--- config.mk ---
export PLATFORM = sky130hd
export DESIGN_NAME = rmtp_div
export DESIGN_NICKNAME = d
export VERILOG_FILES = /design/src/hdl/rmtp_pkg.sv /design/src/hdl/rmtp_div.sv
export SDC_FILE = /design/constraint.sdc
export NUM_CORES = 1
export LEC_CHECK = 0
export ABC_AREA = 1
export BUFFER_PORTS_ARGS = -buffer_cell sky130_fd_sc_hd__buf_2
export CAP_MARGIN = 5
export CORE_AREA = 2 2 231 233
export CTS_CLUSTER_SIZE = 20
export DETAILED_ROUTE_END_ITERATION = 8
export DIE_AREA = 0 0 233 235
export HOLD_SLACK_MARGIN = 0.06
export PLACE_DENSITY_LB_ADDON = 0.08
export SYNTH_ARGS = -nofsm -noshare
export SYNTH_HDL_FRONTEND = slang
export SYNTH_SLANG_ARGS = --single-unit
--- constraint.sdc ---
create_clock -name aclk -period 5.4 [get_ports aclk]
set_input_delay 0.27 -clock aclk [delete_from_list [all_inputs] [get_ports aclk]]
set_output_delay 0.27 -clock aclk [all_outputs]
set_load 0.05 [all_outputs]
--- src/hdl/rmtp_pkg.sv ---
`timescale 1ns / 1ps

package rmtp_pkg;

    localparam int COORD_W              = 32;
    localparam int TEX_W                = 16;
    localparam int COORD_FRAC_BITS_DEF  = 16;
    localparam int CFG_IDX_W            = 3;
    localparam int ACC_W                = 128;
    localparam int MPL_W                = 34;
    localparam int MPL_CNT_W            = $clog2(MPL_W);
    localparam int DEN_W                = 104;
    localparam int QUO_W                = COORD_W - 1;
    localparam int QCNT_W               = $clog2(QUO_W + 1);
    localparam int STEP_W               = 5;
    localparam int EPS_SCALE            = 10000;
    localparam logic [STEP_W-1:0] GEO_LAST = STEP_W'(23);
    localparam logic [STEP_W-1:0] TEX_LAST = STEP_W'(29);
    localparam logic [COORD_W-1:0] DIST_SAT = {1'b1, {(COORD_W-1){1'b0}}};

    typedef struct packed {
        logic signed [COORD_W-1:0] pos_x;
        logic signed [COORD_W-1:0] pos_y;
        logic signed [COORD_W-1:0] pos_z;
        logic [TEX_W-1:0]          tex_u;
        logic [TEX_W-1:0]          tex_v;
        logic                      last_in_mesh;
    } vertex_t;

    typedef struct packed {
        logic                      hit;
        logic [TEX_W-1:0]          hit_u;
        logic [TEX_W-1:0]          hit_v;
        logic signed [COORD_W-1:0] hit_distance;
    } pick_t;

    typedef enum logic [CFG_IDX_W-1:0] {
        REG_ORIGIN_X = 3'd0,
        REG_ORIGIN_Y = 3'd1,
        REG_ORIGIN_Z = 3'd2,
        REG_DIR_X    = 3'd3,
        REG_DIR_Y    = 3'd4,
        REG_DIR_Z    = 3'd5
    } cfg_reg_t;

    typedef enum logic [4:0] {
        N_DX, N_DY, N_DZ, N_SX, N_SY, N_SZ, N_E1X, N_E1Y, N_E1Z,
        N_E2X, N_E2Y, N_E2Z, N_U0, N_DU1, N_DU2, N_V0, N_DV1, N_DV2
    } narrow_sel_t;

    typedef enum logic [3:0] {
        W_E1X, W_E1Y, W_E1Z, W_E2X, W_E2Y, W_E2Z, W_PX, W_PY, W_PZ,
        W_QX, W_QY, W_QZ, W_DET, W_UN, W_VN
    } wide_sel_t;

    typedef enum logic [3:0] {
        D_NONE, D_PX, D_PY, D_PZ, D_QX, D_QY, D_QZ, D_DET, D_UN, D_VN, D_TN,
        D_NUMU, D_NUMV
    } dst_t;

    typedef enum logic [1:0] {
        DV_U, DV_V, DV_T
    } div_sel_t;

    typedef enum logic [3:0] {
        S_IDLE, S_MAC, S_MAC_WAIT, S_NORM, S_CHK_A, S_CHK_B, S_DIV, S_DIV_WAIT,
        S_SAT, S_FINISH
    } state_t;

    typedef struct packed {
        narrow_sel_t nsel;
        wide_sel_t   wsel;
        logic        first;
        logic        neg;
        dst_t        dst;
    } uop_t;

    typedef struct packed {
        logic start;
        logic clear;
        logic neg;
    } mac_cmd_t;

    typedef struct packed {
        logic              start;
        logic [QCNT_W-1:0] count;
    } div_cmd_t;

    typedef struct packed {
        logic busy;
        logic done;
    } unit_stat_t;

    function automatic uop_t mk(input narrow_sel_t n, input wide_sel_t w, input logic f,
                                input logic g, input dst_t d);
        uop_t u;
        u.nsel  = n;
        u.wsel  = w;
        u.first = f;
        u.neg   = g;
        u.dst   = d;
        return u;
    endfunction

    // Each entry is acc (+/-)= narrow * wide; the destination is written when the entry ends.
    function automatic uop_t uop_rom(input logic [STEP_W-1:0] idx);
        uop_t u;
        unique case (idx)
            5'd0:    u = mk(N_DY,  W_E2Z, 1'b1, 1'b0, D_NONE);
            5'd1:    u = mk(N_DZ,  W_E2Y, 1'b0, 1'b1, D_PX);
            5'd2:    u = mk(N_DZ,  W_E2X, 1'b1, 1'b0, D_NONE);
            5'd3:    u = mk(N_DX,  W_E2Z, 1'b0, 1'b1, D_PY);
            5'd4:    u = mk(N_DX,  W_E2Y, 1'b1, 1'b0, D_NONE);
            5'd5:    u = mk(N_DY,  W_E2X, 1'b0, 1'b1, D_PZ);
            5'd6:    u = mk(N_E1X, W_PX,  1'b1, 1'b0, D_NONE);
            5'd7:    u = mk(N_E1Y, W_PY,  1'b0, 1'b0, D_NONE);
            5'd8:    u = mk(N_E1Z, W_PZ,  1'b0, 1'b0, D_DET);
            5'd9:    u = mk(N_SX,  W_PX,  1'b1, 1'b0, D_NONE);
            5'd10:   u = mk(N_SY,  W_PY,  1'b0, 1'b0, D_NONE);
            5'd11:   u = mk(N_SZ,  W_PZ,  1'b0, 1'b0, D_UN);
            5'd12:   u = mk(N_SY,  W_E1Z, 1'b1, 1'b0, D_NONE);
            5'd13:   u = mk(N_SZ,  W_E1Y, 1'b0, 1'b1, D_QX);
            5'd14:   u = mk(N_SZ,  W_E1X, 1'b1, 1'b0, D_NONE);
            5'd15:   u = mk(N_SX,  W_E1Z, 1'b0, 1'b1, D_QY);
            5'd16:   u = mk(N_SX,  W_E1Y, 1'b1, 1'b0, D_NONE);
            5'd17:   u = mk(N_SY,  W_E1X, 1'b0, 1'b1, D_QZ);
            5'd18:   u = mk(N_DX,  W_QX,  1'b1, 1'b0, D_NONE);
            5'd19:   u = mk(N_DY,  W_QY,  1'b0, 1'b0, D_NONE);
            5'd20:   u = mk(N_DZ,  W_QZ,  1'b0, 1'b0, D_VN);
            5'd21:   u = mk(N_E2X, W_QX,  1'b1, 1'b0, D_NONE);
            5'd22:   u = mk(N_E2Y, W_QY,  1'b0, 1'b0, D_NONE);
            5'd23:   u = mk(N_E2Z, W_QZ,  1'b0, 1'b0, D_TN);
            5'd24:   u = mk(N_U0,  W_DET, 1'b1, 1'b0, D_NONE);
            5'd25:   u = mk(N_DU1, W_UN,  1'b0, 1'b0, D_NONE);
            5'd26:   u = mk(N_DU2, W_VN,  1'b0, 1'b0, D_NUMU);
            5'd27:   u = mk(N_V0,  W_DET, 1'b1, 1'b0, D_NONE);
            5'd28:   u = mk(N_DV1, W_UN,  1'b0, 1'b0, D_NONE);
            5'd29:   u = mk(N_DV2, W_VN,  1'b0, 1'b0, D_NUMV);
            default: u = mk(N_DX,  W_E1X, 1'b1, 1'b0, D_NONE);
        endcase
        return u;
    endfunction

endpackage

--- src/hdl/rmtp_div.sv ---
`timescale 1ns / 1ps

module rmtp_div (
    input  logic                         aclk,
    input  logic                         aresetn,
    input  rmtp_pkg::div_cmd_t           cmd,
    input  logic [rmtp_pkg::DEN_W-1:0]   rem_init,
    input  logic [rmtp_pkg::QUO_W-1:0]   low_bits,
    input  logic [rmtp_pkg::DEN_W-1:0]   den,
    output rmtp_pkg::unit_stat_t         stat,
    output logic [rmtp_pkg::QUO_W-1:0]   quo
);
    import rmtp_pkg::*;

    logic [DEN_W-1:0]  rem_reg;
    logic [DEN_W-1:0]  den_reg;
    logic [QUO_W-1:0]  bits_reg;
    logic [QUO_W-1:0]  quo_reg;
    logic [QCNT_W-1:0] cnt_reg;
    logic              busy_reg;
    logic              done_reg;
    logic [DEN_W:0]    rem_shift;
    logic              fits;
    logic [DEN_W:0]    rem_sub;

    always_comb begin
        rem_shift = {rem_reg, bits_reg[QUO_W-1]};
        fits      = rem_shift >= {1'b0, den_reg};
        rem_sub   = rem_shift - {1'b0, den_reg};
    end

    always_ff @(posedge aclk) begin
        if (!aresetn) begin
            busy_reg <= 1'b0;
            done_reg <= 1'b0;
            cnt_reg  <= '0;
        end else begin
            done_reg <= 1'b0;
            if (cmd.start) begin
                busy_reg <= 1'b1;
                cnt_reg  <= cmd.count;
            end else if (busy_reg) begin
                cnt_reg <= cnt_reg - QCNT_W'(1);
                if (cnt_reg == QCNT_W'(1)) begin
                    busy_reg <= 1'b0;
                    done_reg <= 1'b1;
                end
            end
        end
    end

    always_ff @(posedge aclk) begin
        if (cmd.start) begin
            rem_reg  <= rem_init;
            den_reg  <= den;
            bits_reg <= low_bits;
            quo_reg  <= '0;
        end else if (busy_reg) begin
            rem_reg  <= fits ? rem_sub[DEN_W-1:0] : rem_shift[DEN_W-1:0];
            bits_reg <= {bits_reg[QUO_W-2:0], 1'b0};
            quo_reg  <= {quo_reg[QUO_W-2:0], fits};
        end
    end

    assign stat.busy = busy_reg;
    assign stat.done = done_reg;
    assign quo       = quo_reg;

endmodule

# --- Yosys cells after proc, flatten, opt, wreduce, memory -nomap -nowiden ---
# Index checks and enable logic that the tools add are counted.
totals:
  word_cells: 26
  reg_bits: 277
  out_inout_bits: 33
classes:
  n_bitwise: 2
  n_eq_ne: 1
  order_cmp: 1
  n_addsub: 2
  muxes: 11
  reduce_logical: 2
op_table:
  columns: ["operator", "n"]
  rows:
  - ["2-to-1 mux 104 bit", 3]
  - [">= comparator 105 x 104 -> 1 bit", 1]
  - ["subtractor 104 bit", 1]
  - ["2-to-1 mux 31 bit", 2]
  - ["2-to-1 mux 5 bit", 2]
  - ["== test 5 x 1 -> 1 bit, second input constant", 1]
  - ["subtractor 5 x 1 -> 5 bit, second input constant", 1]
  - ["2-to-1 mux 1 bit", 4]
  - ["OR reduction 3 bit", 1]
  - ["NOT 1 bit", 2]
  - ["nonzero test 2 bit", 1]

# --- Depth between registers and ports, before layout ---
logic_depth:
  ltp_word: 4
  mapped_depth: 19
  ltp_nobuf: 18

# --- Least setup slack after synthesis ---
# OpenSTA, ideal clock, no wires.
synth_timing:
  kind: "input to register"
  from: "input cmd[5] in the netlist's numbering"
  to: "register bits_reg[0] (enable)"
  setup_time_ns: 0.552
  n_path_buf: 2
  t_arrival_ns: 4.583
  setup_slack_ns: 0.264
  stages: 4
  required_time_ns: 4.848
  path_cell_list: "clkbuf_1 nor2_1 clkinv_1 clkbuf_1"
synth_via:
  elab_chain_len: 1
synth_rtl:
  columns: ["element", "line_no", "rtl"]
  rows:
  - ["start, declared", "rmtp_div.sv:6", "input rmtp_pkg::div_cmd_t cmd,"]
  - ["nonzero test 2 bit (no source line)", null, null]
  - ["end signal, assigned", "rmtp_div.sv:56", "bits_reg <= low_bits;"]
  - ["end signal, assigned", "rmtp_div.sv:60", "bits_reg <= {bits_reg[QUO_W-2:0], 1'b0};"]
  - ["end, declared", "rmtp_div.sv:17", "logic [QUO_W-1:0] bits_reg;"]
# No other way between the ends.
# A chain may end at the register's enable or synchronous reset.

# --- Final worst setup path ---
layout_timing:
  from: "register rem_reg[82]"
  to: "register rem_reg[8] (data pin)"
layout_via:
  elab_chain_len: 4
layout_rtl:
  columns: ["element", "line_no", "rtl"]
  rows:
  - ["start, declared", "rmtp_div.sv:15", "logic [DEN_W-1:0] rem_reg;"]
  - ["start signal, assigned", "rmtp_div.sv:54", "rem_reg <= rem_init;"]
  - ["start signal, assigned", "rmtp_div.sv:59", "rem_reg <= fits ? rem_sub[DEN_W-1:0] : rem_shift[DEN_W-1:0];"]
  - [">= comparator 105 x 104 -> 1 bit", "rmtp_div.sv:28", "fits = rem_shift >= {1'b0, den_reg};"]
  - ["2-to-1 mux 104 bit", "rmtp_div.sv:59", null]
  - ["2-to-1 mux 104 bit", "rmtp_div.sv:58", "end else if (busy_reg) begin"]
  - ["2-to-1 mux 104 bit", "rmtp_div.sv:53", "if (cmd.start) begin"]
# No other way between the ends. The select of a mux whose other input is x is not followed.

==> results.md <==
* Worst-path clk slew at 60 ps
* Post-CTS setup buffer count at 0
* DIE HEIGHT at 235 um
* Mean routed wirelength per cell at 18.0 um
* Initial antenna violation count at 1
* Post-synth top flop: edfxtp_1
* #FFs+latches synth at 277
* Syn_nets at 4,076
* Via density at 4.95
* Detailed Routing Iterations Pass 1 at 8
* Final critical-path required period at 4020 ps
* Final WL at 88,400 um
* Post-cts resize count at 0
* CTS Sinks at 277
* Initial DRC count at 2,254
* CP required at 5740 ps
* CTS tree: done
* Non-filler instance count after layout at 4,924
* Die area at 54,800 sq um
* Die Span X at 233 um
* First-pass GRT wire length at 136,000 um
* Mean post-synth cell area at 6.24 sq um
* Worst setup SP type: flop
* GRT Util Overall at 0.321
* Placed instance count at 4,621
* Cell Chain, Critical Path: ha_1, nand2_1, nor2_1, nand2_1, nor3_2, nand2_1, nor2_1, nand2_4, nand3_4, buf_4, nand2_1, nand3_1, nand2_1
* Grt ovf at 0
* RSZ-0062 raised after global routing: false
* Bufs and invs on worst path at 1
* Yosys warns at 0
* Status: completed
* Worst VDD drop at 0.000301 V
* I/O Pins at 280
* Max Clock Skew at 48.5 ps
* CP max FO at 46
* Most common cell on crit path: nand2_1
* Htree depth at 1
* Most common cell after layout, fill and taps aside: nand2_1
* Largest net degree at the start of global routing at 114
* Layout cells sized above 1 at 0.0883
* Crit Path Class: reg2reg
* Post-synth top area share at 0.309
* Worst hold path type: in2reg
* Asr flop ratio synth at 0
* Slowest CP cell: nand3_4
* Final Max Slew Viols at 0
* Sequential cell area fraction in the yosys report at 0.342
* Synth area leader: edfxtp_1
* Worst slew margin at 0.283
* Max-cap violations at 0
* Core Region at 52,200 sq um
* Period utilization at 0.745
* Drc violations at 0
* Count of buffers from port buffering at 279
* Mapped cell area at 23,200 sq um
* ANT nets after route at 0
* Final net count at 4,565
* CTS root buf: clkbuf_16
* # setup viols final at 0
* Post-synth EDFFs at 239
* CP peak stage delay at 620 ps
* Via count at 24,400
* Vias in the first global route at 24,000
* Area growth syn-to-layout at 23.8%
* Power Dens Cells at 349 nW/um^2
* Top cells by area, synth: edfxtp_1, nand2_1, inv_1
* Setup_tns at 0 ps
* Worst-Margin Slew at 1070 ps
* CTS buffer count at 31
* Final worst slack at 1380 ps
* Final HPWL DP at 69,300 um
* Clock latency on the worst-skew pair at 630 ps
* Distinct cell type count after synthesis at 40
* Most frequent cells in the layout: nand2_1, inv_1, buf_2
* Bufs on Longest Clock Path at 3
* Hold-fix buffers at CTS at 245
* Crit end category: flop
* GP Congestion at 1.09
* Final Hold Fails at 0
* Row count at 84
* CP delay by family, top: simple AND/OR/NAND/NOR gates
* Arrival @ worst endpoint at 4360 ps
* Synth Instances at 3,722
* Pleak at 16.1 nW
* Initial core utilization at 0.444
* Pre-CTS WS at 1510 ps
* F_max at 0.249 GHz
==> Yosys cell counts (all sizes together) (3+ instances only) <==
library cell and instances:
o22ai 29, nor3 27, buf 49, dfxtp 38, nor4 3, or2 3
ha 106, edfxtp 239, nand3 264, nor2 215, nand3b 3, xnor2 56
nand2 1503, nand4 125, xor2 3, o21bai 6, o21ai 15, a21oi 69
clkbuf 33, and2 4, inv 919
==> cells by family (layout without fill, tap and decap cells) <==
logic type	count (synthesis)	after routing	share of synthesized area
compound gates	127	127	0.0306
xor+xnor	59	59	0.0223
fa+ha+maj	107	107	0.0580
buf+inv	1003	1516	0.166
flops	277	277	0.342
other cells	0	1	0
simple gates	2149	2149	0.381
==> routing by layer <==
metal	part of all wire	wire length [um]	global-route usage	up-vias
met2	0.44	38600	0.505	790
met3	0.065	5750	0.0447	146
met5	0	0	0	-
met1	0.46	40700	0.452	11200
li1	-	-	-	12300
met4	0.039	3420	0.106	0
==> metrics by stage <==
stage / total power, W / instance area [sq um] / utilization / hold WS [ps]
floorplan: 0.00611 / 23200 / - / 368
global placement: 0.00759 / 25200 / 0.483 / 447
CTS: 0.00999 / 28700 / 0.550 / 300
detailed placement: 0.00757 / 25200 / 0.483 / 448
global route: 0.0108 / 28700 / 0.550 / 335
finish: 0.0100 / 28700 / 0.550 / 318
==> area by class of cell <==
type	instances	area, sq um
sequential	277	7940
tap	688	861
clock inverter	16	220
fill	5343	23500
clock buffer	41	843
multi-input combinational	2442	11400
antenna	1	2.50
inverter	921	3460
timing repair buffer	538	3960
==> path summary, 6_finish.rpt <==
path	startpoint	to	slack (ps)	cells after the start
max	rem_reg[82]	rem_reg[8]	1380	13
min	cmd[5]	den_reg[60]	320	1
max reg2reg	rem_reg[82]	rem_reg[8]	1380	13
min reg2reg	quo[19]	quo[19]	490	2
==> power breakdown <==
group	internal [W]	switching (W)	total [W]
combinational	0.00160	0.00335	0.00495
sequential	0.00270	0.000141	0.00284
clock	0.00133	0.000912	0.00225
total	0.00564	0.00441	0.0100
Power figures use the tool's default switching activity.
